## src/sv/plk_pkg.sv

```systemverilog
`default_nettype none

package plk_pkg;

  // Defaults for the top-level parameters.
  localparam int PIN_DIGITS_DEF       = 4;
  localparam int TICKS_PER_SECOND_DEF = 1000;

  // Width of the tick count handed to the seconds stage.
  localparam int SECS_ARG_W = 17;
  localparam int SECS_OUT_W = 7;

  // Register reset values.
  localparam logic [15:0] PIN_CODE_RST      = 16'h1234;
  localparam logic [3:0]  FAILURE_LIMIT_RST = 4'd3;
  localparam logic [15:0] LOCK_TICKS_RST    = 16'd10000;
  localparam logic [15:0] BOOT_TICKS_RST    = 16'd2000;

  // Configuration register indexes.
  localparam logic [1:0] REG_PIN_CODE      = 2'd0;
  localparam logic [1:0] REG_FAILURE_LIMIT = 2'd1;
  localparam logic [1:0] REG_LOCK_TICKS    = 2'd2;
  localparam logic [1:0] REG_BOOT_TICKS    = 2'd3;

  // Input commands.
  localparam logic [1:0] CMD_TICK  = 2'd0;
  localparam logic [1:0] CMD_DIGIT = 2'd1;
  localparam logic [1:0] CMD_CLEAR = 2'd2;
  localparam logic [1:0] CMD_ENTER = 2'd3;

  // Result notes.
  localparam logic [2:0] NOTE_NONE   = 3'd0;
  localparam logic [2:0] NOTE_DIGIT  = 3'd1;
  localparam logic [2:0] NOTE_NEED   = 3'd2;
  localparam logic [2:0] NOTE_WRONG  = 3'd3;
  localparam logic [2:0] NOTE_CLEAR  = 3'd4;
  localparam logic [2:0] NOTE_OK     = 3'd5;
  localparam logic [2:0] NOTE_LOCKED = 3'd6;

  localparam logic [3:0] WRONG_MAX = 4'hF;

  typedef enum logic [1:0] {
    MODE_BOOT   = 2'd0,
    MODE_LOGIN  = 2'd1,
    MODE_LOCKED = 2'd2,
    MODE_OPEN   = 2'd3
  } mode_e;

  typedef struct packed {
    logic [1:0] cmd;
    logic [3:0] digit;
  } in_t;

  typedef struct packed {
    logic [1:0] mode;
    logic [2:0] entered_count;
    logic [3:0] failure_count;
    logic [2:0] note;
    logic [6:0] seconds_left;
  } out_t;

  typedef struct packed {
    logic [15:0] pin_code;
    logic [3:0]  failure_limit;
    logic [15:0] lock_ticks;
    logic [15:0] boot_ticks;
  } cfg_t;

  // Boot delay write, seen by the core in the same cycle.
  typedef struct packed {
    logic        load;
    logic [15:0] value;
  } boot_wr_t;

  // Result fields before the seconds conversion.
  typedef struct packed {
    logic [1:0]            mode;
    logic [2:0]            entered_count;
    logic [3:0]            failure_count;
    logic [2:0]            note;
    logic [SECS_ARG_W-1:0] secs_arg;
  } st1_t;

endpackage

`default_nettype wire

```

## src/sv/pin_entry_lockout_controller.sv

```systemverilog
// Pipeline: a transaction passes the input register, the state update into the result
// register and the seconds multiply register before its result is valid and can be
// taken. Throughput: one transaction per cycle while out_ready does not stall the output;
// the state update is a loop closed through the lock state registers alone.
// Reset (rst, synchronous): boot mode, no digits, no failures, boot countdown at
// the boot_ticks default, configuration registers at their defaults, pipeline empty.
`default_nettype none

module pin_entry_lockout_controller #(
  parameter int PIN_DIGITS       = plk_pkg::PIN_DIGITS_DEF,
  parameter int TICKS_PER_SECOND = plk_pkg::TICKS_PER_SECOND_DEF
) (
  input  wire logic          clk,
  input  wire logic          rst,
  input  wire logic          in_valid,
  output logic               in_ready,
  input  wire plk_pkg::in_t  in_data,
  output logic               out_valid,
  input  wire logic          out_ready,
  output plk_pkg::out_t      out_data,
  input  wire logic          cfg_valid,
  output logic               cfg_ready,
  input  wire logic [1:0]    cfg_index,
  input  wire logic [15:0]   cfg_data
);

  plk_pkg::cfg_t     cfg;
  plk_pkg::boot_wr_t boot_wr;
  plk_pkg::st1_t     s1;
  logic              s1_valid;
  logic              s1_ready;

  assign cfg_ready = 1'b1;

  plk_cfg u_cfg (
    .clk       (clk),
    .rst       (rst),
    .cfg_valid (cfg_valid),
    .cfg_index (cfg_index),
    .cfg_data  (cfg_data),
    .cfg       (cfg),
    .boot_wr   (boot_wr)
  );

  plk_core #(
    .PIN_DIGITS (PIN_DIGITS)
  ) u_core (
    .clk      (clk),
    .rst      (rst),
    .in_valid (in_valid),
    .in_ready (in_ready),
    .in_data  (in_data),
    .cfg      (cfg),
    .boot_wr  (boot_wr),
    .s1_valid (s1_valid),
    .s1_ready (s1_ready),
    .s1       (s1)
  );

  plk_secs #(
    .TICKS_PER_SECOND (TICKS_PER_SECOND)
  ) u_secs (
    .clk       (clk),
    .rst       (rst),
    .s1_valid  (s1_valid),
    .s1_ready  (s1_ready),
    .s1        (s1),
    .out_valid (out_valid),
    .out_ready (out_ready),
    .out_data  (out_data)
  );

endmodule

`default_nettype wire

```

## src/sv/plk_cfg.sv

```systemverilog
`default_nettype none

module plk_cfg (
  input  wire logic                 clk,
  input  wire logic                 rst,
  input  wire logic                 cfg_valid,
  input  wire logic [1:0]           cfg_index,
  input  wire logic [15:0]          cfg_data,
  output plk_pkg::cfg_t             cfg,
  output plk_pkg::boot_wr_t         boot_wr
);

  always_ff @(posedge clk) begin
    if (rst) begin
      cfg.pin_code      <= plk_pkg::PIN_CODE_RST;
      cfg.failure_limit <= plk_pkg::FAILURE_LIMIT_RST;
      cfg.lock_ticks    <= plk_pkg::LOCK_TICKS_RST;
      cfg.boot_ticks    <= plk_pkg::BOOT_TICKS_RST;
    end else if (cfg_valid) begin
      unique case (cfg_index)
        plk_pkg::REG_PIN_CODE:      cfg.pin_code      <= cfg_data;
        plk_pkg::REG_FAILURE_LIMIT: cfg.failure_limit <= cfg_data[3:0];
        plk_pkg::REG_LOCK_TICKS:    cfg.lock_ticks    <= cfg_data;
        plk_pkg::REG_BOOT_TICKS:    cfg.boot_ticks    <= cfg_data;
        default: ;
      endcase
    end
  end

  assign boot_wr.load  = cfg_valid && (cfg_index == plk_pkg::REG_BOOT_TICKS);
  assign boot_wr.value = cfg_data;

endmodule

`default_nettype wire

```

## src/sv/plk_core.sv

```systemverilog
`default_nettype none

module plk_core #(
  parameter int PIN_DIGITS = plk_pkg::PIN_DIGITS_DEF
) (
  input  wire logic              clk,
  input  wire logic              rst,
  input  wire logic              in_valid,
  output logic                   in_ready,
  input  wire plk_pkg::in_t      in_data,
  input  wire plk_pkg::cfg_t     cfg,
  input  wire plk_pkg::boot_wr_t boot_wr,
  output logic                   s1_valid,
  input  wire logic              s1_ready,
  output plk_pkg::st1_t          s1
);

  localparam int CNT_W = $clog2(PIN_DIGITS + 1);
  localparam int IDX_W = (PIN_DIGITS > 1) ? $clog2(PIN_DIGITS) : 1;
  localparam logic [CNT_W-1:0] CNT_FULL = CNT_W'(PIN_DIGITS);
  localparam logic [plk_pkg::SECS_ARG_W-1:0] ZERO_ARG = '0;

  // Input register.
  logic         s0_valid;
  plk_pkg::in_t s0_data;
  logic         rdy1;
  logic         step;

  // Lock state.
  plk_pkg::mode_e   mode, mode_next;
  logic [CNT_W-1:0] cnt, cnt_next;
  logic [3:0]       wrong, wrong_next;
  logic [15:0]      ticks, ticks_next;
  logic [3:0]       digits [PIN_DIGITS];

  logic [15:0]      ticks_dec;
  logic [3:0]       wrong_inc;
  logic [2:0]       note;
  logic             dig_we;
  logic [PIN_DIGITS-1:0] hit;
  logic             match;

  assign rdy1     = !s1_valid || s1_ready;
  assign in_ready = !s0_valid || rdy1;
  assign step     = s0_valid && rdy1;

  always_ff @(posedge clk) begin
    if (rst) begin
      s0_valid <= 1'b0;
    end else if (in_ready) begin
      s0_valid <= in_valid;
    end
  end

  always_ff @(posedge clk) begin
    if (in_ready && in_valid) begin
      s0_data <= in_data;
    end
  end

  // Digit i is checked against nibble PIN_DIGITS-1-i; nibbles past the code read as zero.
  for (genvar i = 0; i < PIN_DIGITS; i++) begin : g_cmp
    localparam int POS = PIN_DIGITS - 1 - i;
    if (POS < 4) begin : g_in
      assign hit[i] = (digits[i] == cfg.pin_code[POS*4 +: 4]);
    end else begin : g_out
      assign hit[i] = (digits[i] == 4'd0);
    end
  end
  assign match = &hit;

  assign ticks_dec = (ticks != 16'd0) ? ticks - 16'd1 : ticks;
  assign wrong_inc = (wrong != plk_pkg::WRONG_MAX) ? wrong + 4'd1 : wrong;

  always_comb begin
    mode_next  = mode;
    cnt_next   = cnt;
    wrong_next = wrong;
    ticks_next = ticks;
    note       = plk_pkg::NOTE_NONE;
    dig_we     = 1'b0;
    if (step) begin
      if (s0_data.cmd == plk_pkg::CMD_TICK) begin
        if (mode == plk_pkg::MODE_BOOT || mode == plk_pkg::MODE_LOCKED) begin
          ticks_next = ticks_dec;
          if (ticks_dec == 16'd0) begin
            if (mode == plk_pkg::MODE_LOCKED) begin
              wrong_next = 4'd0;
            end
            mode_next = plk_pkg::MODE_LOGIN;
            cnt_next  = '0;
          end
        end
      end else if (mode == plk_pkg::MODE_LOGIN) begin
        unique case (s0_data.cmd)
          plk_pkg::CMD_DIGIT: begin
            if (cnt < CNT_FULL) begin
              dig_we   = 1'b1;
              cnt_next = cnt + CNT_W'(1);
              note     = plk_pkg::NOTE_DIGIT;
            end
          end
          plk_pkg::CMD_CLEAR: begin
            cnt_next = '0;
            note     = plk_pkg::NOTE_CLEAR;
          end
          plk_pkg::CMD_ENTER: begin
            priority if (cnt < CNT_FULL) begin
              note = plk_pkg::NOTE_NEED;
            end else if (match) begin
              mode_next  = plk_pkg::MODE_OPEN;
              cnt_next   = '0;
              wrong_next = 4'd0;
              note       = plk_pkg::NOTE_OK;
            end else begin
              cnt_next   = '0;
              wrong_next = wrong_inc;
              if (wrong_inc >= cfg.failure_limit) begin
                mode_next  = plk_pkg::MODE_LOCKED;
                ticks_next = cfg.lock_ticks;
                note       = plk_pkg::NOTE_LOCKED;
              end else begin
                note = plk_pkg::NOTE_WRONG;
              end
            end
          end
          default: ;
        endcase
      end
    end
    // A boot delay write reloads the countdown while still booting.
    if (boot_wr.load && mode == plk_pkg::MODE_BOOT) begin
      ticks_next = boot_wr.value;
    end
  end

  always_ff @(posedge clk) begin
    if (rst) begin
      mode  <= plk_pkg::MODE_BOOT;
      cnt   <= '0;
      wrong <= 4'd0;
      ticks <= plk_pkg::BOOT_TICKS_RST;
    end else begin
      mode  <= mode_next;
      cnt   <= cnt_next;
      wrong <= wrong_next;
      ticks <= ticks_next;
    end
  end

  always_ff @(posedge clk) begin
    if (dig_we) begin
      digits[cnt[IDX_W-1:0]] <= s0_data.digit;
    end
  end

  // Result register ahead of the seconds conversion.
  always_ff @(posedge clk) begin
    if (rst) begin
      s1_valid <= 1'b0;
    end else if (rdy1) begin
      s1_valid <= s0_valid;
    end
  end

  always_ff @(posedge clk) begin
    if (step) begin
      s1.mode          <= mode_next;
      s1.entered_count <= 3'(cnt_next);
      s1.failure_count <= wrong_next;
      s1.note          <= note;
      s1.secs_arg      <= (mode_next == plk_pkg::MODE_LOCKED)
                          ? {1'b0, ticks_next} + plk_pkg::SECS_ARG_W'(0)
                          : ZERO_ARG;
    end
  end

  a_cnt_bound: assert property (@(posedge clk) disable iff (rst)
    cnt <= CNT_FULL)
    else $error("digit count above the PIN length");

  a_open_sticks: assert property (@(posedge clk) disable iff (rst)
    mode == plk_pkg::MODE_OPEN |=> mode == plk_pkg::MODE_OPEN)
    else $error("left the unlocked mode");

  a_key_outside_login: assert property (@(posedge clk) disable iff (rst)
    step && s0_data.cmd != plk_pkg::CMD_TICK && mode != plk_pkg::MODE_LOGIN
    |=> s1.note == plk_pkg::NOTE_NONE && $stable(cnt))
    else $error("key acted outside login");

endmodule

`default_nettype wire

```

## src/sv/plk_secs.sv

```systemverilog
`default_nettype none

module plk_secs #(
  parameter int TICKS_PER_SECOND = plk_pkg::TICKS_PER_SECOND_DEF
) (
  input  wire logic           clk,
  input  wire logic           rst,
  input  wire logic           s1_valid,
  output logic                s1_ready,
  input  wire plk_pkg::st1_t  s1,
  output logic                out_valid,
  input  wire logic           out_ready,
  output plk_pkg::out_t       out_data
);

  localparam int ARG_W   = plk_pkg::SECS_ARG_W;
  localparam int TPS_LOG = $clog2(TICKS_PER_SECOND);
  localparam int SHIFT   = ARG_W + TPS_LOG;
  // Reciprocal, rounded up; exact floor division for any ARG_W-bit numerator.
  localparam longint unsigned MULT_VAL =
    ((64'd1 << SHIFT) + TICKS_PER_SECOND - 1) / TICKS_PER_SECOND;
  localparam int MW   = $clog2(MULT_VAL + 1);
  localparam int PW   = ARG_W + MW;
  localparam int Q_W  = PW - SHIFT;
  localparam logic [MW-1:0]  MULT    = MW'(MULT_VAL);
  localparam logic [ARG_W-1:0] ROUND = ARG_W'(TICKS_PER_SECOND - 1);
  localparam logic [Q_W-1:0] SAT_MAX = Q_W'(127);

  logic             rdy2;
  logic [1:0]       mode;
  logic [2:0]       entered_count;
  logic [3:0]       failure_count;
  logic [2:0]       note;
  logic [PW-1:0]    product;
  logic [Q_W-1:0]   quot;

  assign rdy2     = !out_valid || out_ready;
  assign s1_ready = rdy2;

  always_ff @(posedge clk) begin
    if (rst) begin
      out_valid <= 1'b0;
    end else if (rdy2) begin
      out_valid <= s1_valid;
    end
  end

  // Ceiling division: (ticks + TPS - 1) times the reciprocal; zero stays zero.
  always_ff @(posedge clk) begin
    if (rdy2 && s1_valid) begin
      mode          <= s1.mode;
      entered_count <= s1.entered_count;
      failure_count <= s1.failure_count;
      note          <= s1.note;
      product       <= (s1.secs_arg == '0) ? '0
                       : PW'(s1.secs_arg + ROUND) * PW'(MULT);
    end
  end

  assign quot = product[PW-1:SHIFT];

  assign out_data.mode          = mode;
  assign out_data.entered_count = entered_count;
  assign out_data.failure_count = failure_count;
  assign out_data.note          = note;
  assign out_data.seconds_left  = (quot > SAT_MAX) ? 7'd127 : 7'(quot);

  a_secs_only_locked: assert property (@(posedge clk) disable iff (rst)
    out_valid && out_data.seconds_left != 7'd0
    |-> out_data.mode == plk_pkg::MODE_LOCKED)
    else $error("seconds shown outside lockout");

  a_note_locks: assert property (@(posedge clk) disable iff (rst)
    out_valid && out_data.note == plk_pkg::NOTE_LOCKED
    |-> out_data.mode == plk_pkg::MODE_LOCKED)
    else $error("locked note without lockout mode");

  a_ok_unlocks: assert property (@(posedge clk) disable iff (rst)
    out_valid && out_data.note == plk_pkg::NOTE_OK
    |-> out_data.mode == plk_pkg::MODE_OPEN && out_data.failure_count == 4'd0)
    else $error("success note without unlock");

endmodule

`default_nettype wire

```

## config.mk

```make
export PLATFORM = sky130hd
export DESIGN_NAME = pin_entry_lockout_controller
export DESIGN_NICKNAME = d
export VERILOG_FILES = /design/src/sv/plk_pkg.sv /design/src/sv/pin_entry_lockout_controller.sv /design/src/sv/plk_cfg.sv /design/src/sv/plk_core.sv /design/src/sv/plk_secs.sv
export SDC_FILE = /design/constraint.sdc
export NUM_CORES = 1
export LEC_CHECK = 0
export ABC_AREA = 0
export BUFFER_PORTS_ARGS = -buffer_cell sky130_fd_sc_hd__buf_2
export CORE_ASPECT_RATIO = 0.6
export CORE_MARGIN = 1.5
export CORE_UTILIZATION = 55
export CTS_BUF_LIST = sky130_fd_sc_hd__clkbuf_8
export CTS_CLUSTER_DIAMETER = 150
export DETAILED_ROUTE_END_ITERATION = 16
export MAX_ROUTING_LAYER = met4
export PLACE_DENSITY = 0.77
export SKIP_CTS_REPAIR_TIMING = 1
export SLEW_MARGIN = 20
export SYNTH_ARGS = -nofsm -noshare
export SYNTH_HDL_FRONTEND = slang
export SYNTH_SLANG_ARGS = --single-unit
```

## constraint.sdc

```tcl
create_clock -name clk -period 9.6 [get_ports clk]
set_input_delay 1.92 -clock clk [delete_from_list [all_inputs] [get_ports clk]]
set_output_delay 1.92 -clock clk [all_outputs]
set_load 0.1 [all_outputs]
```

# Yosys cells after proc, flatten, opt, wreduce, memory -nomap -nowiden
# Memories as Yosys holds them, arrays and structs flattened.
# Cells that the tools add are included.
[op_classes]
magnitude_cmp = 3
bitwise_logic = 1
eq_ne = 14
muxes = 50
n_mul = 1
n_reduce_logical = 23
addsub = 4
[op_table]
columns = ["operator", "count"]
rows = [
  ["16-bit 2-to-1 mux", 10],
  ["4-bit 2-to-1 mux", 10],
  ["35-bit by 17-bit multiplier with 34-bit output (second input constant)", 1],
  ["3-bit 2-to-1 mux", 10],
  ["17-bit by 10-bit adder with 18-bit output (second input constant)", 1],
  ["2-bit 2-to-1 mux", 9],
  ["3-bit case mux with 3 select lines", 2],
  ["17-bit logical NOT", 1],
  ["4-bit equality test", 4],
  ["16-bit logical NOT", 1],
  ["16-bit nonzero test", 1],
  ["16-bit by 1-bit subtractor with 16-bit output (second input constant)", 1],
  ["2-bit equality test (second input constant)", 6],
  ["8-bit by 7-bit > comparator with 1-bit output (second input constant)", 1],
  ["1-bit 2-to-1 mux", 8],
  ["7-bit 2-to-1 mux", 1],
  ["2-bit by 1-bit equality test with 1-bit output (second input constant)", 3],
  ["2-bit logical NOT", 3],
  ["2-bit AND reduction", 3],
  ["1-bit logical AND", 5],
  ["4-bit by 1-bit adder with 4-bit output (second input constant)", 1],
  ["4-bit greater-or-equal comparator", 1],
  ["1-bit logical OR", 4],
  ["4-bit != test (second input constant)", 1],
  ["6 further kinds", 8],
]
[totals]
mem_bits_rw = 16
inputBits = 29
ff_bits = 145
mem_count = 1
[mem_list]
columns = ["name", "words", "width", "read_ports", "rd_clocked_by_memory_dff", "write_ports", "line_no", "rtl"]
rows = [
  ["u_core.digits", 4, 4, 4, 0, 1, "plk_core.sv:34", "logic [3:0] digits [PIN_DIGITS];"],
]

# Logic depth before layout (Yosys ltp)
[logic_depth]
word_depth = 11
mapped_depth = 24
ltp_nobuf = 24

# Cells and area by module
# Synthesis repeated with hierarchy kept, for this count alone.
[hier_totals]
hier_cells = 1184
area_unflattened_um2 = 11452.2
[by_module_without_submodules]
columns = ["mod", "instances", "area_per_inst_um2", "cells_each"]
rows = [
  ["plk_secs", 1, 4825.9, 503],
  ["plk_core", 1, 4414.2, 461],
  ["plk_cfg", 1, 2200.9, 218],
  ["pin_entry_lockout_controller", 1, 11.3, 2],
]

# Least setup slack after synthesis
# OpenSTA, ideal clock, no wires.
[synth_timing]
path_type = "reg-to-reg"
startpoint = "register u_core.s1[0] (netlist name)"
endpoint = "register u_secs.product[33], data pin"
setup_ps = 264
path_slack_ps = 3759
arrival_time_ps = 5578
stages_incl_launch_ff = 25
period_less_slack_ps = 5841
t_required_ps = 9336
n_path_buf = 0
path_cell_list = "edfxtp_1 > inv_1 > ha_1 > nand2b_1 > a31oi_1 > and2_0 > nor2_1 > xor2_1 > ha_1 > fa_1 > inv_1 > fa_1 > inv_1 > fa_1 > inv_1 > fa_1 > inv_1 > ha_1 > a21oi_1 > o21ai_0 > a221oi_1 > o221ai_1 > a21oi_1 > nor2_1 > xor2_1"
[synth_via]
elab_chain_cells = 2
word_cells_on_any_way = 3
[synth_lines]
columns = ["item", "line_no", "rtl"]
rows = [
  ["17-bit by 10-bit adder with 18-bit output", "plk_secs.sv:56", ": PW'(s1.secs_arg + ROUND) * PW'(MULT);"],
  ["35-bit by 17-bit multiplier with 34-bit output", "plk_secs.sv:56", ""],
  ["to (signal assigned)", "plk_secs.sv:55", "product <= (s1.secs_arg == '0) ? '0"],
  ["to (decl)", "plk_secs.sv:34", "logic [PW-1:0] product;"],
]
# Parallel ways exist; a longest one is shown, timed or not.
# A chain may end at the register's enable or synchronous reset.

# Worst setup path in the final report
[layout_timing]
startpoint = "register u_core.s1[0] (netlist name)"
endpoint = "register u_secs.product[33], data pin"
[layout_via]
elab_chain_cells = 2
word_cells_on_any_way = 3
[layout_lines]
columns = ["item", "line_no"]
rows = [
  ["17-bit by 10-bit adder with 18-bit output", "plk_secs.sv:56"],
  ["35-bit by 17-bit multiplier with 34-bit output", "plk_secs.sv:56"],
]
# Parallel ways exist; a longest one is shown, timed or not.

==> Implementation_results.wiki <==
{| class="wikitable"
! Metric !! Value
|-
| Run status || finished clean
|-
| Most used flip-flop cell after synthesis || edfxtp_1
|-
| Cells along the critical path || inv_1 -> ha_1 -> nand2b_1 -> a31oi_1 -> and2_0 -> nor2_1 -> xor2_1 -> ha_1 -> ha_1 -> ha_1 -> inv_1 -> fa_1 -> inv_1 -> fa_1 -> ha_1 -> ha_1 -> and4_1 -> and2_1 -> a221oi_1 -> o221ai_1 -> a21oi_1 -> nor2_1 -> xor2_1
|-
| Slew @ Worst Pin || 0.9647 ns
|-
| Post-detailed-placement half-perimeter wirelength || 19.02 mm
|-
| Endpoint of the most critical register-to-register path || u_secs.product[33]
|-
| Antenna diode count || 0
|-
| Reg2Reg Setup Slack || 3.07 ns
|-
| Yosys top cell by area || edfxtp_1
|-
| Maximum Capacitance Violations || 0
|-
| Element type at the critical path end || register
|-
| Count of flip-flops with a built-in enable after synthesis || 70
|-
| Post-placement worst setup slack || 3.087 ns
|-
| Met2 wire length || 9.147 mm
|-
| Initial core utilization || 56.14%
|-
| Buffers on Ports || 49
|-
| Nets || 1,316
|-
| First-pass GRT wire length || 38.23 mm
|-
| Met3 wirelength from detailed routing || 2.576 mm
|-
| Warnings, synthesis || 0
|-
| Maximum vdd ir drop || 0.00007691 V
|-
| Core Region || 0.01802 mm^2
|-
| Clock root cell || clkbuf_8
|-
| Power, Total || 0.001795 W
|-
| Number of distinct library cells after synthesis || 71
|-
| Count of buffer and inverter cells on the critical path || 3
|-
| Setup CP Type || reg -> reg
|-
| Yosys top cell area share || 20.78%
|-
| Maximum count of clock buffers along a single path || 2
|-
| Die area || 0.01924 mm^2
|-
| Worst slew slack as a fraction of its limit || 35.51%
|-
| Largest net degree at the start of global routing || 40
|-
| Global Route Usage Sum || 26.87%
|-
| Post-synthesis register bit count || 134
|-
| Netlist area before placement || 0.01012 mm^2
|-
| Die Width || 178.1 um
|-
| Critical Path AT || 6.71 ns
|-
| Worst Hold Depth || 0
|-
| Routed length per instance || 18.02 um
|-
| Max Clock Skew || 0.01862 ns
|-
| Critical path required time || 9.78 ns
|-
| Proportion of synthesized flip-flops having asynchronous set or reset || 0%
|-
| Cell repeated most along the worst path || ha_1
|-
| Multi-input gate area || 0.006110 mm^2
|-
| Deepest level of the CTS H-tree || 4
|-
| Count of nets left with antenna violations after detail routing || 0
|-
| Clock transition at path regs || 0.09 ns
|-
| Number of top-level pins || 51
|-
| Metal1 wirelength || 12.45 mm
|-
| Area added between synthesis and finish || 8.102%
|-
| Clock latency on the worst-skew pair || 0.45 ns
|-
| Power density of the placed cells || 164.2 mW/mm^2
|-
| Filler Cells Inserted || 1,550
|-
| Slowest cell delay on critical path || 0.56 ns
|-
| Worst min-delay path class || reg -> reg
|-
| Critical Path Source Type || register
|-
| Number of max-slew violations in the final report || 0
|-
| Top Family by Delay on Critical Path || adder cells
|-
| RD Place Congestion || 0.9965
|-
| Crit path max fanout || 6
|-
| Area of all sequential standard cells || 0.003383 mm^2
|-
| Via count of the first global-routing pass || 7,141
|-
| Depth of the worst register-to-register path || 23
|-
| Unrepaired setup endpoints after global routing || false
|-
| Share of final-layout standard cells stronger than drive strength 1 || 10.72%
|-
| Cells after Synth || 1,058
|-
| Uppermost layer routed || met4
|-
| Count of unresolved DRC violations after routing || 0
|-
| Synthesized area per cell || 9.561 um^2
|-
| Antenna violations before repair || 0
|-
| Cell with the largest stage delay on the worst path || xor2_1
|-
| Placement row count || 38
|-
| LEAKAGE || 4.923 nW
|-
| Seq/Total Area, Yosys || 33.44%
|-
| Worst hold endpoint || u_secs.failure_count[2]
|-
| Via density || 5.810
|-
| Post-synth net total || 1,277
|-
| Final critical-path setup slack || 3.067 ns
|-
| Die Y-Extent || 108.1 um
|-
| Detailed-router iteration count before antenna repair || 6
|-
| Initial DRC count || 916
|-
| Vias after detailed routing || 7,843
|-
| Worst R2R Start || u_core.s1[0]
|-
| Part of the cycle the worst path needs || 68.05%
|-
| Final min period || 6.533 ns
|-
| Hold path start || u_core.s1[22]
|-
| Fmax || 153.1 MHz
|-
| Post-Route Setup TNS || 0 ns
|-
| Final Setup Violations || 0
|-
| Drt total wl || 24.32 mm
|-
| Sum of overflow across all layers after global routing || 0
|-
| Number of buffers added by the clock tree synthesis step || 17
|-
| CTS Sinks || 134
|-
| CTS tree || yes
|-
| Final Hold Fails || 0
|-
| Most area-consuming cells after synthesis || edfxtp_1 21%, ha_1 18%, dfxtp_1 13%
|}
[how the worst max path moves through the flow]
stage	end	slack, ns	start	cells after the start
floorplan	u_secs.product[33]	3.76	u_core.s1[0]	24
global placement	u_secs.product[33]	3.26	u_core.s1[0]	24
detailed placement	u_secs.product[33]	3.09	u_core.s1[0]	24
CTS	u_secs.product[33]	3.05	u_core.s1[0]	23
global route	u_secs.product[33]	2.62	u_core.s1[0]	22
finish	u_secs.product[33]	3.07	u_core.s1[0]	23
[cell type report]
| type | instances | area share [%] |
|---|---|---|
| multi-input combinational | 759 | 55.87 |
| clock inverter | 15 | 1.224 |
| tap | 240 | 2.746 |
| clock buffer | 17 | 2.140 |
| inverter | 131 | 4.497 |
| timing repair buffer | 54 | 2.586 |
| sequential | 134 | 30.94 |
[sequential cells by signal, summed over array words and instances (netlist names)]
signal,cells
u_secs.out_valid,1
u_core.s0_valid,1
u_core.mode,2
u_secs.failure_count,4
u_secs.mode,2
u_core.cnt,3
u_cfg.cfg,36
u_core.digits,16
u_core.s1_valid,1
u_secs.entered_count,3
u_secs.note,3
u_core.wrong,4
u_core.s0_data,6
u_core.ticks,16
u_core.s1,28
u_secs.product,8
[Yosys cell counts (5+ instances only)]
cell type,n
ha_1,148
inv_1,131
nand2_1,120
edfxtp_1,70
nor2_1,66
dfxtp_1,64
a21oi_1,62
fa_1,42
nand3_1,30
o21ai_0,27
xor2_1,27
clkbuf_1,23
nor3_1,15
xnor2_1,15
and2_1,14
nor4_1,13
nor2b_1,12
mux2i_1,10
or2_2,10
a31oi_1,8
nand2b_1,8
a21o_1,7
and3_1,7
mux2_2,7
nand4_1,7
o211ai_1,7
o31ai_1,7
a22o_1,6
nor3b_1,6
o21a_1,6
nand3b_1,5
[cells by family (layout without fill, tap and decap cells)]
family / Yosys count / after routing / share of synthesized area [%]
flops: 134 / 134 / 33.44
mux: 17 / 17 / 1.769
fa+ha+maj: 190 / 190 / 26.62
simple gates: 337 / 337 / 17.03
buf+inv: 165 / 217 / 6.320
other cells: 1 / 1 / 0.03707
xor+xnor: 42 / 42 / 3.636
compound gates: 172 / 172 / 11.14
[cell usage in the layout, fill, tap and decap left out, types with 8 or more instances in the layout]
cell type,instances
nor3_1,15
nand3_1,30
edfxtp_1,70
xor2_1,27
or2_2,10
a31oi_1,8
mux2i_1,10
nor2b_1,11
nor2_1,65
nor4_1,13
ha_1,148
clkbuf_8,17
and2_1,14
o21ai_0,27
buf_2,49
fa_1,42
a21oi_1,62
dfxtp_1,64
inv_1,131
xnor2_1,15
nand2_1,120
nand2b_1,8
[power breakdown]
part,switching [W],internal (W),leakage (nW)
sequential,0.0000198,0.000622,1.18
combinational,0.000422,0.000277,3.56
clock,0.000265,0.000190,0.182
total,0.000706,0.00109,4.92
[through the flow]
step / util (%) / instances / area [um^2] / hold slack, ns
detailed placement: 58.63 / 1318 / 10570 / 0.4054
finish: 60.69 / 1350 / 10940 / 0.4242
global placement: 58.60 / 1318 / 10560 / 0.4011
floorplan: - / 1058 / 10120 / 0.4003
global route: 60.69 / 1350 / 10940 / 0.4381
CTS: 60.67 / 1350 / 10930 / 0.4261
[layer usage]
layer  GRT usage (%)  vias up
li1                -     3763
met2           33.52      330
met5               -        -
met3           6.540       21
met1           42.91     3729
met4           4.262        0
No activity file was read; power rests on OpenSTA's default activity.
